--- config.mk ---
export PLATFORM = sky130hd
export DESIGN_NAME = four_way_equal_partition_search_unit
export DESIGN_NICKNAME = d
export VERILOG_FILES = /design/src/hw/rtl/fwps_pkg.sv /design/src/hw/rtl/fwps_ctrl.sv /design/src/hw/rtl/fwps_dpath.sv /design/src/hw/rtl/four_way_equal_partition_search_unit.sv
export SDC_FILE = /design/constraint.sdc
export NUM_CORES = 1
export LEC_CHECK = 0
export BUFFER_PORTS_ARGS = -buffer_cell sky130_fd_sc_hd__buf_4
export CAP_MARGIN = 20
export CORE_ASPECT_RATIO = 0.75
export CORE_MARGIN = 1.5
export CORE_UTILIZATION = 60
export CTS_BUF_LIST = sky130_fd_sc_hd__clkbuf_8
export CTS_CLUSTER_DIAMETER = 50
export DETAILED_ROUTE_END_ITERATION = 8
export PLACE_DENSITY = 0.82
export SLEW_MARGIN = 10
export SYNTH_ARGS = -nofsm -noshare
export SYNTH_HDL_FRONTEND = slang
export SYNTH_HIERARCHICAL = 1
export SYNTH_SLANG_ARGS = --single-unit
--- constraint.sdc ---
create_clock -name clk -period 16.4 [get_ports clk]
set_input_delay 0 -clock clk [delete_from_list [all_inputs] [get_ports clk]]
set_output_delay 0 -clock clk [all_outputs]
set_load 0.05 [all_outputs]
--- src/hw/rtl/fwps_pkg.sv ---
// Shared types and constants of the four-way partition search
package fwps_pkg;
	localparam int SIDES = 4;

	typedef enum logic [3:0] {
		ST_LOAD,
		ST_CHECK,
		ST_SORT_RD,
		ST_SORT_CMP,
		ST_SORT_WR,
		ST_LEVEL_RD,
		ST_TRY,
		ST_BACK,
		ST_DONE
	} state_t;

	// controller -> datapath
	typedef struct packed {
		logic load;       // store an incoming length
		logic clr_set;    // clear set state after the result
		logic sort_init;  // start insertion sort
		logic sort_rd;    // read key, set hole
		logic sort_cmp;   // compare step
		logic sort_wr;    // write back
		logic srch_init;  // clear sides, level 0
		logic lvl_rd;     // read length at current level
		logic try_side;   // attempt current side
		logic back;       // backtrack one level
	} dp_cmd_t;

	// datapath -> controller
	typedef struct packed {
		logic trivial_fail; // overflow, too few, or total not multiple of 4
		logic sort_done;
		logic sort_shift;   // fetch pending, or element smaller than key: shift and continue
		logic level_end;    // all lengths placed
		logic all_equal;
		logic side_ok;      // current side accepts the length
		logic sides_left;   // current side index < SIDES
		logic at_root;      // level 0 on backtrack
	} dp_stat_t;
endpackage

--- src/hw/rtl/fwps_ctrl.sv ---
// Controller state machine of the partition search
module fwps_ctrl (
	input  logic clk,
	input  logic arst_n,
	input  logic in_fire,
	input  logic in_last,
	input  logic out_busy,
	input  fwps_pkg::dp_stat_t stat,
	output fwps_pkg::dp_cmd_t cmd,
	output logic load_ready,
	output logic res_valid,
	output logic res_ok
);
	import fwps_pkg::*;

	state_t state_q, state_d;

	always_ff @(posedge clk or negedge arst_n) begin
		if (!arst_n) state_q <= ST_LOAD;
		else state_q <= state_d;
	end

	always_comb begin
		state_d = state_q;
		cmd = '0;
		load_ready = 1'b0;
		res_valid = 1'b0;
		res_ok = 1'b0;
		unique case (state_q)
			ST_LOAD: begin
				load_ready = 1'b1;
				cmd.load = in_fire;
				if (in_fire && in_last) state_d = ST_CHECK;
			end
			ST_CHECK: begin
				if (stat.trivial_fail) state_d = ST_DONE;
				else begin
					cmd.sort_init = 1'b1;
					state_d = ST_SORT_RD;
				end
			end
			ST_SORT_RD: begin
				if (stat.sort_done) begin
					cmd.srch_init = 1'b1;
					state_d = ST_LEVEL_RD;
				end else begin
					cmd.sort_rd = 1'b1;
					state_d = ST_SORT_CMP;
				end
			end
			ST_SORT_CMP: begin
				cmd.sort_cmp = 1'b1;
				if (!stat.sort_shift) state_d = ST_SORT_WR;
			end
			ST_SORT_WR: begin
				cmd.sort_wr = 1'b1;
				state_d = ST_SORT_RD;
			end
			ST_LEVEL_RD: begin
				if (stat.level_end) begin
					if (stat.all_equal) begin
						res_ok = 1'b1;
						state_d = ST_DONE;
					end else state_d = ST_BACK;
				end else begin
					cmd.lvl_rd = 1'b1;
					state_d = ST_TRY;
				end
			end
			ST_TRY: begin
				cmd.try_side = 1'b1;
				if (!stat.sides_left) state_d = ST_BACK;
				else if (stat.side_ok) state_d = ST_LEVEL_RD;
			end
			ST_BACK: begin
				if (stat.at_root) state_d = ST_DONE;
				else begin
					cmd.back = 1'b1;
					state_d = ST_TRY;
				end
			end
			ST_DONE: begin
				res_valid = 1'b1;
				if (!out_busy) begin
					cmd.clr_set = 1'b1;
					state_d = ST_LOAD;
				end
			end
			default: state_d = ST_LOAD;
		endcase
	end
endmodule

--- src/hw/rtl/fwps_dpath.sv ---
// Datapath: length store, sort and depth-first search registers
module fwps_dpath #(
	parameter int MAX_LENGTHS = 16,
	parameter int LENGTH_BITS = 16
) (
	input  logic clk,
	input  logic arst_n,
	input  logic [LENGTH_BITS-1:0] in_len,
	input  fwps_pkg::dp_cmd_t cmd,
	input  logic res_ok,
	output fwps_pkg::dp_stat_t stat,
	output logic success_q,
	output logic overflow_q
);
	import fwps_pkg::*;

	localparam int IW = $clog2(MAX_LENGTHS);
	localparam int CW = $clog2(MAX_LENGTHS + 1);
	localparam int TW = LENGTH_BITS + CW;

	logic [LENGTH_BITS-1:0] mem [MAX_LENGTHS];
	logic [1:0] choice_mem [MAX_LENGTHS];

	logic [CW-1:0] count_q;
	logic [TW-1:0] total_q;
	logic [TW-1:0] side_q [SIDES];
	logic [CW-1:0] lvl_q;
	logic [2:0] side_idx_q;
	logic [LENGTH_BITS-1:0] len_q;
	logic [LENGTH_BITS-1:0] rd_q;
	logic [CW-1:0] sa_q, sb_q;
	logic [LENGTH_BITS-1:0] key_q;
	logic cmp_pend_q;

	// per-side sum for the current candidate, with repeat check
	logic [TW:0] trial;
	logic repeat_hit;
	logic [1:0] sidx;
	logic [TW-1:0] target;
	assign sidx = side_idx_q[1:0];
	assign target = total_q >> 2;
	assign trial = {1'b0, side_q[sidx]} + {{(TW+1-LENGTH_BITS){1'b0}}, len_q};
	always_comb begin
		repeat_hit = 1'b0;
		for (int e = 0; e < SIDES - 1; e++)
			if (e < int'(sidx) && side_q[e] == side_q[sidx]) repeat_hit = 1'b1;
	end

	assign stat.trivial_fail = overflow_q || (count_q < CW'(4)) || (total_q[1:0] != 2'b00);
	assign stat.sort_done = (sa_q >= count_q);
	// sb_q is the hole; compare with mem[sb-1] (rd_q) after read
	assign stat.sort_shift = cmp_pend_q ? 1'b1 : ((sb_q != '0) && (rd_q < key_q));
	assign stat.level_end = (lvl_q >= count_q);
	assign stat.all_equal = (side_q[0] == side_q[1]) && (side_q[1] == side_q[2]) &&
		(side_q[2] == side_q[3]);
	assign stat.sides_left = (side_idx_q < 3'(SIDES));
	assign stat.side_ok = stat.sides_left && (trial <= {1'b0, target}) && !repeat_hit;
	assign stat.at_root = (lvl_q == '0);

	logic [IW-1:0] wa;
	assign wa = count_q[IW-1:0];

	always_ff @(posedge clk) begin
		if (cmd.load && count_q < CW'(MAX_LENGTHS)) mem[wa] <= in_len;
		if (cmd.sort_rd) begin
			key_q <= mem[sa_q[IW-1:0]];
		end
		if (cmd.sort_cmp) begin
			if (cmp_pend_q) rd_q <= mem[sb_q[IW-1:0] - IW'(1)];
			else if (stat.sort_shift) mem[sb_q[IW-1:0]] <= rd_q;
		end
		if (cmd.sort_wr) mem[sb_q[IW-1:0]] <= key_q;
		if (cmd.lvl_rd) len_q <= mem[lvl_q[IW-1:0]];
		if (cmd.back) len_q <= mem[lvl_q[IW-1:0] - IW'(1)];
		if (cmd.try_side && stat.side_ok) choice_mem[lvl_q[IW-1:0]] <= sidx;
	end

	always_ff @(posedge clk or negedge arst_n) begin
		if (!arst_n) begin
			count_q <= '0;
			total_q <= '0;
			overflow_q <= 1'b0;
			for (int i = 0; i < SIDES; i++) side_q[i] <= '0;
			lvl_q <= '0;
			side_idx_q <= '0;
			sa_q <= '0;
			sb_q <= '0;
			cmp_pend_q <= 1'b0;
			success_q <= 1'b0;
		end else begin
			if (cmd.load) begin
				if (count_q < CW'(MAX_LENGTHS)) begin
					count_q <= count_q + CW'(1);
					total_q <= total_q + TW'(in_len);
				end else overflow_q <= 1'b1;
			end
			if (cmd.clr_set) begin
				count_q <= '0;
				total_q <= '0;
				overflow_q <= 1'b0;
				success_q <= 1'b0;
				for (int i = 0; i < SIDES; i++) side_q[i] <= '0;
				lvl_q <= '0;
			end
			if (cmd.sort_init) sa_q <= CW'(1);
			if (cmd.sort_rd) begin
				sb_q <= sa_q;
				cmp_pend_q <= 1'b1;
			end
			if (cmd.sort_cmp) begin
				if (cmp_pend_q) cmp_pend_q <= 1'b0;
				else if (stat.sort_shift) begin
					sb_q <= sb_q - CW'(1);
					cmp_pend_q <= 1'b1;
				end
			end
			// fetch of mem[sb-1] needs sb>0; guard by forcing no shift
			if (cmd.sort_wr) sa_q <= sa_q + CW'(1);
			if (cmd.srch_init) begin
				for (int i = 0; i < SIDES; i++) side_q[i] <= '0;
				lvl_q <= '0;
				side_idx_q <= '0;
			end
			if (cmd.lvl_rd) side_idx_q <= '0;
			if (cmd.try_side) begin
				if (stat.side_ok) begin
					side_q[sidx] <= trial[TW-1:0];
					lvl_q <= lvl_q + CW'(1);
				end else side_idx_q <= side_idx_q + 3'd1;
			end
			if (cmd.back) begin
				// undo the choice of the previous level, then try the next side
				side_q[choice_mem[lvl_q[IW-1:0] - IW'(1)]] <=
					side_q[choice_mem[lvl_q[IW-1:0] - IW'(1)]] -
					TW'(mem[lvl_q[IW-1:0] - IW'(1)]);
				side_idx_q <= {1'b0, choice_mem[lvl_q[IW-1:0] - IW'(1)]} + 3'd1;
				lvl_q <= lvl_q - CW'(1);
			end
			if (res_ok) success_q <= 1'b1;
		end
	end
endmodule

--- src/hw/rtl/four_way_equal_partition_search_unit.sv ---
// After the last length, an insertion sort of the lengths runs, then a depth-first
// search of the four sides (one side tried per cycle in the try state).
// Throughput: lengths load one per cycle; a new set loads after the result.
// The sort and search share the length store.
// Reset: arst_n asynchronously clears the set count, total, flags and state.
module four_way_equal_partition_search_unit #(
	parameter int MAX_LENGTHS = 16,
	parameter int LENGTH_BITS = 16
) (
	input  logic clk,
	input  logic arst_n,
	input  logic s_tvalid,
	output logic s_tready,
	input  logic [LENGTH_BITS-1:0] s_tdata, // stick_length
	input  logic s_tlast,                   // is_last
	output logic m_tvalid,
	input  logic m_tready,
	output logic [7:0] m_tdata              // can_form, overflowed, zero fill
);
	import fwps_pkg::*;

	dp_cmd_t cmd;
	dp_stat_t stat;
	logic in_fire, res_ok, succ, ovf;

	assign in_fire = s_tvalid && s_tready;

	fwps_ctrl u_ctrl (
		.clk(clk), .arst_n(arst_n), .in_fire(in_fire), .in_last(s_tlast),
		.out_busy(!m_tready), .stat(stat), .cmd(cmd), .load_ready(s_tready),
		.res_valid(m_tvalid), .res_ok(res_ok)
	);

	fwps_dpath #(.MAX_LENGTHS(MAX_LENGTHS), .LENGTH_BITS(LENGTH_BITS)) u_dpath (
		.clk(clk), .arst_n(arst_n), .in_len(s_tdata), .cmd(cmd), .res_ok(res_ok),
		.stat(stat), .success_q(succ), .overflow_q(ovf)
	);

	assign m_tdata = {6'b0, ovf, succ};
endmodule

Yosys cells after proc, flatten, opt, wreduce, memory -nomap -nowiden --
Memory sizes are Yosys's and may differ from the RTL's. A register that Yosys moved wholly into a read port is not among the register bits. Index checks and enable logic that the tools add are counted.
Storage, ports and cells: word-level logic and storage cells 196, output and inout port bits 10, register bits after elaboration 151, input port bits 21, memories kept 2, bits in writable memories 288
Memory list:
- u_dpath.mem | words 16, width 16, read ports 4, clocked after Yosys merged registers in 2, wr ports 1, line fwps_dpath.sv:21 | logic [LENGTH_BITS-1:0] mem [MAX_LENGTHS];
- u_dpath.choice_mem | words 16, width 2, read ports 1, clocked after Yosys merged registers in 0, wr ports 1, line fwps_dpath.sv:22 | logic [1:0] choice_mem [MAX_LENGTHS];
Cells by class: equality and inequality tests 19, magnitude comparators 14, reduce and logical (&&, ||, !) cells 31, bitwise logic cells 3, mux-type cells 100, add/subtract/negate cells 12
Operators with widths (number):
- $mux 84 | 5
- $mux 21 | 9
- $bwmux 84 | 2
- $eq 21x21->1 | 6
- $bmux 21 s2 | 2
- $demux 21 s2 | 2
- $mux 5 | 14
- $mux 16 | 4
- $mux 1 | 45
- $mux 4 | 10
- $pmux 4 s9 | 1
- $add 21x16->22 | 1
- $le 22x19->1 | 1
- $add 21x16->21 | 1
- $sub 21x16->21 | 1
- $mux 3 | 6
- $eq 4x3->1 const B | 4
- $lt 16x16->1 | 1
- $reduce_or 16->1 | 1
- $add 5x1->5 const B | 3
- $logic_and 1x1->1 | 14
- $reduce_bool 2->1 | 6
- $ge 5x5->1 | 2
- $sub 5x1->5 const B | 2
- other kinds (25) | 36

Logic depth before layout (Yosys ltp) --
word-level depth 15, mapped depth 28, mapped depth without buffers 23

Hierarchy --
Netlist, hierarchy kept.
Modules (own cells, without submodules):
- fwps_dpath | sequential area each 13367.8 um^2, area an instance 35595.4 um^2, cells each 2857, instances 1
- fwps_ctrl | sequential area each 100.1 um^2, area an instance 422.9 um^2, cells each 55, instances 1
- four_way_equal_partition_search_unit | sequential area each 0.0 um^2, area an instance 73.8 um^2, cells each 11, instances 1

Least setup slack after synthesis --
OpenSTA, ideal clock, no wires.
path type reg2reg, start register u_dpath.side_idx_q[0], end memory u_dpath.choice_mem[10][0] (enable), stages on the path, launching flop included 27, clock period less this slack 6.732 ns, data arrival time 6.432 ns, data required time 16.100 ns, path buffers 7, path slack 9.668 ns, cell sequence dfrtp_1 buf_6 buf_6 buf_6 buf_2 buf_1 mux4_2 ha_1 o21ai_1 nor2_1 o311ai_1 o221ai_1 o221ai_1 a21boi_0 xnor2_1 ha_1 nand4_1 nor3_1 o31a_1 a2111oi_0 o21bai_1 a2111oi_4 o21a_1 buf_2 and2_1 buf_2 and4_1
Between the ends: word-level cells in the longest chain between the ends 14
Ends and longest elaborated chain:
- from (decl) | line fwps_dpath.sv:28 | logic [2:0] side_idx_q;
- from (signal assigned) | line fwps_dpath.sv:129 | end else side_idx_q <= side_idx_q + 3'd1;
- from (signal assigned) | line fwps_dpath.sv:136 | side_idx_q <= {1'b0, choice_mem[lvl_q[IW-1:0] - IW'(1)]} + 3'd1;
- branches (longest 10 deep; another with $add 21x16->22)
- $logic_and 1x1->1 (*) | line fwps_dpath.sv:57 | assign stat.side_ok = stat.sides_left && (trial <= {1'b0, target}) && !repeat_hit;
- $logic_and 1x1->1 (*) | line fwps_dpath.sv:75 | if (cmd.try_side && stat.side_ok) choice_mem[lvl_q[IW-1:0]] <= sidx;
- $mux 1 (*) | line fwps_dpath.sv:75
- $mux 1 (implied by the code) (*) | line fwps_dpath.sv:75
- to (decl) | line fwps_dpath.sv:22
Mark *: on every way between the ends. The select of a mux whose other input is x is not followed.

==> impl_metrics.toml <==
[die]
ios = 31
die_area_um2 = 61700
row_count = 77
core_area_um2 = 59200
start_util_pct = 61.0
chipHeight_um = 215
die_width_um = 286

[sta]
fmax_ghz = 0.119
hold_viol_final = 0
relSlewSlack_pct = 12.0
min_period_ps = 8370
report.final.slew_viol_count = 0
setup-violations-final = 0
fin_tns_setup_ps = 0
tightestPinTransition_ps = 1320
clock_skew_ps = 35.8
finalCritPeriodShare_pct = 51.1
rsz0062_at_grt = "no"

[grt]
grt_use_total_pct = 40.1
antenna_found_initial = 1
grt_pass1_vias = 27330
grt_pass1_wl_um = 181000
grt_overflow = 0
grt_max_degree = 105

[worst_setup_path]
reg2reg_setup_slack_ps = 8030
cp-end-kind = "flip-flop"
reg2regPathDepth = 20
cp_max_fo = 56
cp.required_ps = 16800
r2r-start = "u_dpath/side_idx_q[0]"
cp-endpoint = "u_dpath/choice_mem[6][1]"
cp.arrival_ps = 8770
r2r-end = "u_dpath/choice_mem[6][1]"
setup.worst_path.class = "flip-flop to flip-flop"
cp-startpoint = "u_dpath/side_idx_q[0]"
worstSetupStartpointType = "flip-flop"

[synthesis]
synthTopCellsByCount = "343 x mux4_2, 336 x edfxtp_1, 311 x mux2_2"
synth.most_common_cell = "mux4_2"
ys_types = 91
avgSynthCellArea_um2 = 12.3
netlist_instances = 2923
synthFlopType = "edfxtp_1"
async_flop_share_pct = 28.7
synth_top_cells_by_area = "edfxtp_1 28%, mux4_2 21%, mux2_2 9.7%, dfrtp_1 9.4%, ha_1 4.0%"
synth_warnings = 6
synth-seq-cells = 471
syn_area_um2 = 36100
synth-edff-count = 336
ys_seq_area_share_pct = 37.3
synth_top_area_share_pct = 28.0
synth_top_cell_by_area = "edfxtp_1"

[pwr]
swShare_pct = 48.8
power.density_nw_per_um2 = 199
seq_power_share_pct = 24.5
leakagePower_nw = 14.3
power_frac_comb_pct = 62.0
p_int_w = 0.00392
max-vdd-ir-drop_uv = 187
finalPower_w = 0.00767
pwr-share-clk_pct = 13.5
switchingPower_w = 0.00375

[status]
run_status = "completed"

[clock_tree]
cts_root_buffer = "clkbuf_8"
clock_latency_ps = 700
cts.path.max_buffers = 3
cts_setup_buffers = 0
clk_pin_slew_worst_paths_ps = 60
numCtsBuffers = 78
ctsResizeCount = 0
cts_tree = "built"
cts_sinks = 471
cts.htree.levels = 3

[finish]
nNetsFinal = 2977
area_growth_pct = 6.59
diodes = 0
drive_gt1_share_pct = 31.5
stdcell_area_um2 = 38500
fill_cells = 4246

[route]
postRouteWirelength_um = 123000
drt_iter0_markers = 4943
routedWlPerCell_um = 33.4
viasPerCell = 7.66
antenna_left = 0
num_vias = 28266
drcViolationCount = 0
dr.pass1.iters = 8

[worst_hold_path]
hold_path.class = "input pin to flip-flop"

[placement]
gp_congestion = 1.06
port_buffers = 24
place_area_um2 = 36700
dpl.hpwl_um = 82400

[run]
drv_cap = 0
[what timing repair did]
item	4_1_cts	5_1_grt
hold buffers	22	0
hold endpoints to repair	328	0
endpoints found under the setup margin	0	0
[worst max-delay path: stages (launching register included)]
cell	delay [ps]
dfrtp_4	680
buf_4	700
mux4_2	620
ha_1	310
a211oi_1	270
nor2_1	140
o311ai_1	570
o221ai_1	350
o221ai_1	310
a21boi_0	170
xnor2_1	510
ha_1	360
nand4_1	160
nor3_1	100
o31a_1	120
a2111oi_0	430
o21bai_1	320
a2111oi_4	600
o21a_1	490
and2_1	430
and4b_1	320
[routing by layer]
| metal | global-route usage [%] | part of all wire (%) | wire length [um] |
|---|---|---|---|
| met5 | 0.469 | 0.050 | 62 |
| met4 | 16.3 | 4.7 | 5770 |
| met3 | 17.1 | 18 | 22400 |
| met2 | 53.9 | 41 | 50100 |
| met1 | 56.9 | 37 | 45000 |
[power groups by stage]
stage / registers, W / clock network (W) / logic, W
detailed placement: 0.00188 / 0 / 0.00452
CTS: 0.00186 / 0.00104 / 0.00456
finish: 0.00188 / 0.00104 / 0.00475
global placement: 0.00186 / 0 / 0.00441
global route: 0.00189 / 0.00109 / 0.00494
floorplan: 0.00159 / 0 / 0.00344
[state kept, by name, summed over array words and instances, names as in the netlist]
name                flops
u_ctrl/state_q          4
u_dpath/choice_mem     32
u_dpath/cmp_pend_q      1
u_dpath/count_q         5
u_dpath/key_q          16
u_dpath/len_q          16
u_dpath/lvl_q           5
u_dpath/mem           256
u_dpath/overflow_q      1
u_dpath/rd_q           16
u_dpath/sa_q            5
u_dpath/sb_q            5
u_dpath/side_idx_q      3
u_dpath/side_q         84
u_dpath/success_q       1
u_dpath/total_q        21
[final cells by class]
cell class                 instances  area (um^2)  area share (%)
timing repair buffer             118          975            2.53
tap                              790          988            2.57
multi-input combinational       2062        21100            54.9
clock inverter                    57          320           0.833
inverter                         107          402            1.04
clock buffer                      86         1180            3.08
sequential                       471        13500            35.1
[kinds of logic after synthesis]
logic type	after synthesis	share of synthesized area, %
adder cells (fa/ha/maj)	118	4.15
AND/OR/NAND/NOR	641	9.16
other	1	0.0104
buffers and inverters	395	4.54
XOR/XNOR	148	3.59
flip-flops	471	37.3
AO/OA/AOI/OAI	387	7.09
multiplexers	762	34.1
[worst min path at each step]
stage                     startpoint                  to  slack (ps)  depth (start not counted)
after floorplan               arst_n   u_ctrl/state_q[0]        -300                          0
after global placement        arst_n   u_dpath/side_q[8]          40                          1
after detailed placement      arst_n  u_dpath/side_q[29]          50                          1
after CTS                   s_tvalid  u_dpath/overflow_q          20                          5
after global routing        s_tvalid  u_dpath/count_q[4]          60                          5
final                       s_tvalid  u_dpath/count_q[4]          70                          5
[placed cells by master (no fill, tap or decap), types with 66 or more instances in the layout]
cell type,synthesis,routed
dfrtp_1,135,128
ha_1,115,113
inv_1,104,124
xnor2_1,85,83
mux2_2,311,311
nand2_1,149,149
nor2_1,108,106
buf_4,16,94
edfxtp_1,336,336
mux2i_1,105,105
nand3_1,77,77
mux4_2,343,343
o21ai_0,66,66
a21oi_1,89,89
clkbuf_8,0,86
[per-stage QoR]
| stage | cells | worst slack [ps] | hold WS (ps) | util (%) |
|---|---|---|---|---|
| after floorplan | 2928 | 9670 | -296 | - |
| after global placement | 3526 | 8750 | 35.9 | 62.1 |
| after detailed placement | 3526 | 8400 | 47.5 | 62.1 |
| after CTS | 3691 | 8350 | 19.7 | 65.0 |
| after global routing | 3691 | 7660 | 58.6 | 65.0 |
| final | 3691 | 8030 | 67.7 | 65.0 |
Power figures use the tool's default switching activity.
